File: src/rtl/core/mwm_pkg.sv
// mwm_pkg: command and result beat types and fixed constants of the mecanum wheel mixer
// depends on nothing; used by mwm_divider and mecanum_wheel_mixer
package mwm_pkg;

  // fixed field widths
  localparam int CMD_W  = 16;
  localparam int MAG_W  = CMD_W + 1;  // magnitude of a 16 bit value, -32768 included
  localparam int SUM_W  = MAG_W;      // three magnitudes sum to at most 98304
  localparam int ADDR_W = 3;
  localparam int DATA_W = 32;

  // register index decoded from paddr[2]
  localparam logic REG_ROLLER_LAYOUT = 1'b0;

  typedef struct packed {
    logic signed [CMD_W-1:0] strafe_velocity;
    logic signed [CMD_W-1:0] forward_velocity;
    logic signed [CMD_W-1:0] rotation_velocity;
  } mwm_cmd_t;

  typedef struct packed {
    logic signed [CMD_W-1:0] front_left_speed;
    logic signed [CMD_W-1:0] front_right_speed;
    logic signed [CMD_W-1:0] rear_left_speed;
    logic signed [CMD_W-1:0] rear_right_speed;
    logic                    inputs_scaled;
  } mwm_result_t;

  // side data that travels with a beat through the divider
  typedef struct packed {
    mwm_cmd_t cmd;
    logic     scaled;
  } mwm_tag_t;

endpackage

File: src/rtl/core/mwm_divider.sv
// mwm_divider: pipelined restoring divider, three numerators over one shared divisor
// one quotient bit per stage; depends on mwm_pkg
module mwm_divider #(
  parameter int FRAC_BITS = 14
) (
  input  logic                                   clk,
  input  logic                                   rst,
  input  logic                                   in_valid,
  input  mwm_pkg::mwm_tag_t                      in_tag,
  input  logic [mwm_pkg::SUM_W-1:0]              in_divisor,
  input  logic [2:0][mwm_pkg::MAG_W-1:0]         in_mag,
  output logic                                   out_valid,
  output mwm_pkg::mwm_tag_t                      out_tag,
  output logic [2:0][FRAC_BITS:0]                out_quot
);

  localparam int Q_W = FRAC_BITS + 1;
  localparam int R_W = mwm_pkg::SUM_W + 1;

  // stage registers
  logic                         vld [Q_W];
  mwm_pkg::mwm_tag_t            tag [Q_W];
  logic [mwm_pkg::SUM_W-1:0]    dvs [Q_W];
  logic [2:0][R_W-1:0]          rem [Q_W];
  logic [2:0][Q_W-1:0]          quo [Q_W];

  for (genvar i = 0; i < Q_W; i++) begin : g_stage
    logic                      p_valid;
    mwm_pkg::mwm_tag_t         p_tag;
    logic [mwm_pkg::SUM_W-1:0] p_dvs;
    logic [2:0][R_W-1:0]       p_rem;
    logic [2:0][Q_W-1:0]       p_quo;
    logic [2:0][R_W-1:0]       n_rem;
    logic [2:0][Q_W-1:0]       n_quo;

    // previous stage, or the input beat for the first one
    if (i == 0) begin : g_first
      assign p_valid = in_valid;
      assign p_tag   = in_tag;
      assign p_dvs   = in_divisor;
      for (genvar k = 0; k < 3; k++) begin : g_lane
        assign p_rem[k] = {{(R_W-mwm_pkg::MAG_W){1'b0}}, in_mag[k]};
      end
      assign p_quo = '0;
    end else begin : g_next
      assign p_valid = vld[i-1];
      assign p_tag   = tag[i-1];
      assign p_dvs   = dvs[i-1];
      assign p_rem   = rem[i-1];
      assign p_quo   = quo[i-1];
    end

    // one compare and subtract per lane, remainder stays below the divisor
    always_comb begin
      logic [R_W:0]   diff;
      logic           take;
      logic [R_W-1:0] kept;
      for (int k = 0; k < 3; k++) begin
        diff     = {1'b0, p_rem[k]} - {2'b00, p_dvs};
        take     = ~diff[R_W];
        kept     = take ? diff[R_W-1:0] : p_rem[k];
        n_rem[k] = {kept[R_W-2:0], 1'b0};
        n_quo[k] = {p_quo[k][Q_W-2:0], take};
      end
    end

    always_ff @(posedge clk) begin
      if (rst) begin
        vld[i] <= 1'b0;
      end else begin
        vld[i] <= p_valid;
      end
      tag[i] <= p_tag;
      dvs[i] <= p_dvs;
      rem[i] <= n_rem;
      quo[i] <= n_quo;
    end
  end

  assign out_valid = vld[Q_W-1];
  assign out_tag   = tag[Q_W-1];
  assign out_quot  = quo[Q_W-1];

  // checks
  localparam logic [Q_W-1:0] ONE = Q_W'(1) << FRAC_BITS;

  a_div_latency: assert property (@(posedge clk) disable iff (rst)
    in_valid |-> ##Q_W out_valid)
    else $error("divider lost a beat");

  a_div_no_extra: assert property (@(posedge clk) disable iff (rst)
    out_valid |-> $past(in_valid, Q_W))
    else $error("divider beat with no input beat");

  a_quot_bound: assert property (@(posedge clk) disable iff (rst)
    out_valid && out_tag.scaled |->
      (out_quot[0] <= ONE) && (out_quot[1] <= ONE) && (out_quot[2] <= ONE))
    else $error("scaled quotient above one");

endmodule

File: src/rtl/core/mecanum_wheel_mixer.sv
// mecanum_wheel_mixer: inverse kinematics for a four wheel mecanum drive
// stages: one magnitude/sum stage, FRAC_BITS+1 divider stages, one mix stage
// throughput: one command per cycle, busy never rises; the divider is fully pipelined
// reset: synchronous rst clears roller_layout and all valid bits; data registers are not reset
// depends on mwm_pkg and mwm_divider
module mecanum_wheel_mixer #(
  parameter int FRAC_BITS = 14
) (
  input  logic                        clk,
  input  logic                        rst,
  input  logic                        psel,
  input  logic                        penable,
  input  logic                        pwrite,
  input  logic [mwm_pkg::ADDR_W-1:0]  paddr,
  input  logic [mwm_pkg::DATA_W-1:0]  pwdata,
  output logic [mwm_pkg::DATA_W-1:0]  prdata,
  output logic                        pready,
  input  logic                        start,
  output logic                        busy,
  input  mwm_pkg::mwm_cmd_t           cmd,
  output logic                        done,
  output mwm_pkg::mwm_result_t        result
);

  localparam int Q_W   = FRAC_BITS + 1;
  localparam int CMP_W = (mwm_pkg::SUM_W > FRAC_BITS + 2) ? mwm_pkg::SUM_W : FRAC_BITS + 2;
  localparam int T_W   = (Q_W + 1 > mwm_pkg::CMD_W + 1) ? Q_W + 1 : mwm_pkg::CMD_W + 1;
  localparam int W_W   = T_W + 2;
  localparam logic [CMP_W-1:0]      ONE    = CMP_W'(1) << FRAC_BITS;
  localparam logic signed [W_W-1:0] SAT_HI = W_W'(32767);
  localparam logic signed [W_W-1:0] SAT_LO = -W_W'(32768);

  // configuration port
  logic roller_layout;
  logic cfg_write;

  assign pready    = 1'b1;
  assign busy      = 1'b0;
  assign cfg_write = psel && penable && pwrite && pready;

  always_ff @(posedge clk) begin
    if (rst) begin
      roller_layout <= 1'b0;
    end else if (cfg_write && paddr[2] == mwm_pkg::REG_ROLLER_LAYOUT) begin
      roller_layout <= pwdata[0];
    end
  end

  always_comb begin
    prdata = '0;
    if (paddr[2] == mwm_pkg::REG_ROLLER_LAYOUT) begin
      prdata[0] = roller_layout;
    end
  end

  // stage 0: magnitudes, their sum and the scale decision
  logic                        in_beat;
  logic [2:0][mwm_pkg::MAG_W-1:0] mag;
  logic [mwm_pkg::SUM_W-1:0]   mag_sum;
  logic                        s0_valid;
  mwm_pkg::mwm_tag_t           s0_tag;
  logic [mwm_pkg::SUM_W-1:0]   s0_sum;
  logic [2:0][mwm_pkg::MAG_W-1:0] s0_mag;

  assign in_beat = start && !busy;

  always_comb begin
    logic signed [mwm_pkg::MAG_W-1:0] v [3];
    v[0] = {cmd.strafe_velocity[mwm_pkg::CMD_W-1],   cmd.strafe_velocity};
    v[1] = {cmd.forward_velocity[mwm_pkg::CMD_W-1],  cmd.forward_velocity};
    v[2] = {cmd.rotation_velocity[mwm_pkg::CMD_W-1], cmd.rotation_velocity};
    for (int k = 0; k < 3; k++) begin
      mag[k] = v[k][mwm_pkg::MAG_W-1] ? mwm_pkg::MAG_W'(-v[k]) : mwm_pkg::MAG_W'(v[k]);
    end
    mag_sum = mag[0] + mag[1] + mag[2];
  end

  always_ff @(posedge clk) begin
    if (rst) begin
      s0_valid <= 1'b0;
    end else begin
      s0_valid <= in_beat;
    end
    s0_tag.cmd    <= cmd;
    s0_tag.scaled <= CMP_W'(mag_sum) > ONE;
    s0_sum        <= mag_sum;
    s0_mag        <= mag;
  end

  // divider: |v| * ONE / sum for each command
  logic                 dv_valid;
  mwm_pkg::mwm_tag_t    dv_tag;
  logic [2:0][Q_W-1:0]  dv_quot;

  mwm_divider #(
    .FRAC_BITS (FRAC_BITS)
  ) u_divider (
    .clk        (clk),
    .rst        (rst),
    .in_valid   (s0_valid),
    .in_tag     (s0_tag),
    .in_divisor (s0_sum),
    .in_mag     (s0_mag),
    .out_valid  (dv_valid),
    .out_tag    (dv_tag),
    .out_quot   (dv_quot)
  );

  // mix stage: restore signs, pick scaled or raw terms, form and saturate wheel sums
  mwm_pkg::mwm_result_t result_next;

  always_comb begin
    logic signed [T_W-1:0] raw  [3];
    logic signed [T_W-1:0] term [3];
    logic signed [T_W-1:0] sx;
    logic signed [W_W-1:0] w    [4];
    logic signed [mwm_pkg::CMD_W-1:0] sat [4];
    raw[0] = T_W'(dv_tag.cmd.strafe_velocity);
    raw[1] = T_W'(dv_tag.cmd.forward_velocity);
    raw[2] = T_W'(dv_tag.cmd.rotation_velocity);
    for (int k = 0; k < 3; k++) begin
      if (dv_tag.scaled) begin
        term[k] = raw[k][T_W-1] ? -T_W'(dv_quot[k]) : T_W'(dv_quot[k]);
      end else begin
        term[k] = raw[k];
      end
    end
    sx   = roller_layout ? -term[0] : term[0];
    w[0] = -W_W'(sx) + W_W'(term[1]) + W_W'(term[2]);
    w[1] =  W_W'(sx) + W_W'(term[1]) - W_W'(term[2]);
    w[2] =  W_W'(sx) + W_W'(term[1]) + W_W'(term[2]);
    w[3] = -W_W'(sx) + W_W'(term[1]) - W_W'(term[2]);
    for (int j = 0; j < 4; j++) begin
      if (w[j] > SAT_HI) begin
        sat[j] = 16'sh7fff;
      end else if (w[j] < SAT_LO) begin
        sat[j] = -16'sh8000;
      end else begin
        sat[j] = w[j][mwm_pkg::CMD_W-1:0];
      end
    end
    result_next.front_left_speed  = sat[0];
    result_next.front_right_speed = sat[1];
    result_next.rear_left_speed   = sat[2];
    result_next.rear_right_speed  = sat[3];
    result_next.inputs_scaled     = dv_tag.scaled;
  end

  always_ff @(posedge clk) begin
    if (rst) begin
      done <= 1'b0;
    end else begin
      done <= dv_valid;
    end
    result <= result_next;
  end

  // checks
  localparam int LAT   = FRAC_BITS + 3;
  localparam int ONE_I = 1 << FRAC_BITS;

  a_beat_out: assert property (@(posedge clk) disable iff (rst)
    in_beat |-> ##LAT done)
    else $error("command beat produced no result");

  a_no_spurious: assert property (@(posedge clk) disable iff (rst)
    done |-> $past(in_beat, LAT))
    else $error("result without a command beat");

  a_scaled_bound: assert property (@(posedge clk) disable iff (rst)
    done && result.inputs_scaled |->
      (int'(result.front_left_speed)  <= ONE_I) && (int'(result.front_left_speed)  >= -ONE_I) &&
      (int'(result.front_right_speed) <= ONE_I) && (int'(result.front_right_speed) >= -ONE_I) &&
      (int'(result.rear_left_speed)   <= ONE_I) && (int'(result.rear_left_speed)   >= -ONE_I) &&
      (int'(result.rear_right_speed)  <= ONE_I) && (int'(result.rear_right_speed)  >= -ONE_I))
    else $error("normalized wheel speed beyond one");

endmodule

File: config.mk
export PLATFORM = sky130hd
export DESIGN_NAME = mecanum_wheel_mixer
export DESIGN_NICKNAME = d
export VERILOG_FILES = /design/src/rtl/core/mwm_pkg.sv /design/src/rtl/core/mwm_divider.sv /design/src/rtl/core/mecanum_wheel_mixer.sv
export SDC_FILE = /design/constraint.sdc
export NUM_CORES = 2
export LEC_CHECK = 0
export BUFFER_PORTS_ARGS = -buffer_cell sky130_fd_sc_hd__buf_4
export CAP_MARGIN = 20
export CORE_MARGIN = 4
export CORE_UTILIZATION = 60
export CTS_CLUSTER_DIAMETER = 120
export CTS_CLUSTER_SIZE = 28
export DETAILED_ROUTE_END_ITERATION = 8
export GPL_ROUTABILITY_DRIVEN = 0
export PLACE_DENSITY = 0.74
export SLEW_MARGIN = 20
export SYNTH_ARGS = -nofsm -noshare
export SYNTH_HDL_FRONTEND = slang
export SYNTH_SLANG_ARGS = --single-unit
File: constraint.sdc
create_clock -name clk -period 11.12 [get_ports clk]
set_clock_uncertainty 0.2 [all_clocks]
set_input_delay 0.556 -clock clk [delete_from_list [all_inputs] [get_ports clk]]
set_output_delay 0.556 -clock clk [all_outputs]
set_load 0.1 [all_outputs]
==> impl_metrics.py <==
metrics = {
    "clock_tree": {
        "insertion_delay_ns": 0.75,
        "cts-root-buf": "clkbuf_16",
        "clkSinkCount": 2244,
        "postCtsSetupBuffers": 0,
        "cts_buffer_depth": 3,
        "cts_buffers": 90,
        "cts_tree": "yes",
        "clkTransAtPathRegs_ns": 0.11,
        "htreeDepth": 3,
    },
    "floorplan": {
        "rows": 145,
        "num_io_pins": 189,
        "start_util": 0.6029,
        "die_h_um": 404.0,
        "die_w_um": 404.0,
        "core_sq_um": 156000,
        "dieArea_sq_um": 163200,
    },
    "finish": {
        "final_cells": 11610,
        "synthToLayoutAreaGrowth_pct": 6.422,
        "final_cell_mix": "dfxtp_1 (2243), a21oi_1 (911), ha_1 (854)",
        "final_common_cell": "dfxtp_1",
        "layout.nets": 10540,
        "drive_gt1_frac": 0.05965,
    },
    "critical_path": {
        "critPathCaptureType": "register",
        "critPathKind": "register to register",
        "crit_arrival_ns": 7.99,
        "critical_path.top_delay_family": "compound AO/OA/AOI/OAI gates",
        "cpMaxStageDelayCell": "o311ai_2",
        "slowest_delay_ns": 0.83,
        "path_max_fanout": 15,
        "cp-start-kind": "register",
        "cp_data_required_time_ns": 11.50,
        "worst-path-buf-inv": 2,
    },
    "detailed_routing": {
        "vias_per_cell": 5.743,
        "totalWireLength_um": 222100,
        "firstDrtPassIters": 7,
        "drtAntennaViolNets": 0,
        "drc_errors": 0,
        "dr_total_vias": 66670,
        "drt_iter0_drc": 5626,
        "wl_per_cell_um": 19.14,
    },
    "yosys": {
        "avgSynthCellArea_sq_um": 9.989,
        "synth_edf_count": 0,
        "synthMuxAreaShare": 0.02479,
        "synthTopCellsByArea": "dfxtp_1 (48%), ha_1 (11%), a21oi_1 (4.9%), xnor2_1 (4.1%), nor2_1 (3.4%)",
        "synth_compound_area_frac": 0.1651,
        "seq_area_frac_synth": 0.4775,
        "synth_seq_cells": 2244,
        "ys_warn_count": 0,
        "async_flop_share": 0,
        "yosysTopAreaCell": "dfxtp_1",
        "synth-xor-area-share": 0.06415,
        "synth-main-ff-cell": "dfxtp_1",
        "netlist_area_sq_um": 94070,
        "synth_top_family_by_area": "compound AO/OA/AOI/OAI gates",
        "synth_fa_ha_area_frac": 0.1274,
        "syn_inst": 9417,
        "yosysTopAreaCellShare": 0.4775,
        "ys_types": 102,
        "synthSimpleGateAreaFrac": 0.1092,
    },
    "sta": {
        "tightest_slew_ns": 1.056,
        "slew_viol_final": 0,
        "period_minus_slack_ns": 7.609,
        "max_freq_mhz": 131.4,
        "min_period_over_period": 0.6843,
        "hold_viol": 0,
        "maxSlewHeadroom": 0.2960,
        "setup_violations": 0,
        "grt_setup_unrepaired": "false",
        "tns_ns": 0,
    },
    "global_route": {
        "grt.total_usage": 0.2623,
        "grt_pass1_wl_um": 346200,
        "antenna_found_initial": 13,
        "grt_pass1_vias": 64720,
        "grt_max_degree": 77,
        "grt-ovfl-total": 0,
    },
    "place": {
        "dp_hpwl_um": 169200,
        "dp.cells": 11450,
        "io_buffers": 122,
    },
    "run_status": {
        "status": "finished clean",
    },
    "job": {
        "maxCapViolCount": 0,
    },
    "min_path": {
        "hp-class": "register to register",
    },
}
layer usage:
metal / wire, um / vias to the layer above / GRT usage
met3: 12260 / 427 / 0.03322
met2: 105400 / 1929 / 0.4525
met5: 23 / - / 0
li1: - / 33040 / -
met1: 96010 / 31270 / 0.3398
met4: 8424 / 4 / 0.09217
sequential cells by signal (all words and copies together), names as in the netlist:
signal,flops
roller_layout,1
u_divider.vld,15
done,1
s0_sum,17
result,65
s0_tag,46
s0_valid,1
u_divider.dvs,238
s0_mag,51
u_divider.quo,360
u_divider.rem,714
u_divider.tag,735
final cells by class:
| type | count | area (sq um) |
|---|---|---|
| sequential | 2244 | 44920 |
| timing repair buffer | 206 | 1682 |
| multi-input combinational | 6455 | 46490 |
| tap | 2058 | 2575 |
| fill | 12360 | 55910 |
| antenna | 11 | 27.53 |
| inverter | 536 | 2012 |
| clock buffer | 90 | 2252 |
| clock inverter | 8 | 143.9 |
what timing repair did:
item / CTS / global route
endpoints found under the setup margin: 0 / 0
hold buffers: 54 / 0
gates resized for setup: 0 / 0
endpoints found under the hold margin: 104 / 0
cell families after synthesis:
family,count (synthesis)
AOI/OAI and AO/OA,2447
DFF,2244
and+or+nand+nor,2156
adders and majority gates,919
buffers and inverters,752
xor gates and xnor gates,689
muxes,208
other,2
synthesized netlist by cell type (all sizes together) (79+ instances only):
cell    count
dfxtp    2244
a21oi     914
ha        854
nor2      844
inv       536
xnor2     439
o21ai     421
nand2     360
xor2      250
mux2      190
nor3      186
a21o      172
clkbuf    160
nand2b    154
o21a      152
nor2b     142
nand3      94
a211oi     92
and2       88
o211ai     85
o31ai      79
worst reg2reg max path: cells and delay by family, from the launching register on:
family / cells / cell delay (ns)
compound gates: 12 / 2.94
mux: 1 / 0.30
flops: 1 / 0.36
simple gates: 7 / 2.16
xor+xnor: 3 / 0.56
fa+ha+maj: 3 / 0.78
buf+inv: 2 / 0.15
final timing paths:
| check | to | slack [ns] | from | cells after the start |
|---|---|---|---|---|
| worst min-delay path | u_divider.tag[3][62] | 0.09 | u_divider.tag[3][13] | 0 |
| worst max register to register | result[11] | 3.51 | u_divider.quo[1][270] | 28 |
| worst min register to register | u_divider.tag[3][62] | 0.09 | u_divider.tag[3][13] | 0 |
| worst max-delay path | result[11] | 3.51 | u_divider.quo[1][270] | 28 |
stage by stage:
stage | hold slack [ns] | cell area (sq um) | util | worst slack (ns)
global placement | 0.1098 | 97120 | 0.6224 | 3.681
CTS | 0.1019 | 100100 | 0.6413 | 3.411
detailed placement | 0.1121 | 97120 | 0.6225 | 3.457
global route | 0.1096 | 100100 | 0.6416 | 2.926
floorplan | 0.1096 | 94200 | - | 4.514
finish | 0.09444 | 100100 | 0.6416 | 3.511
Power is not shown: default switching activity piles up to over one toggle a cycle in this logic, so the estimate is an artifact.
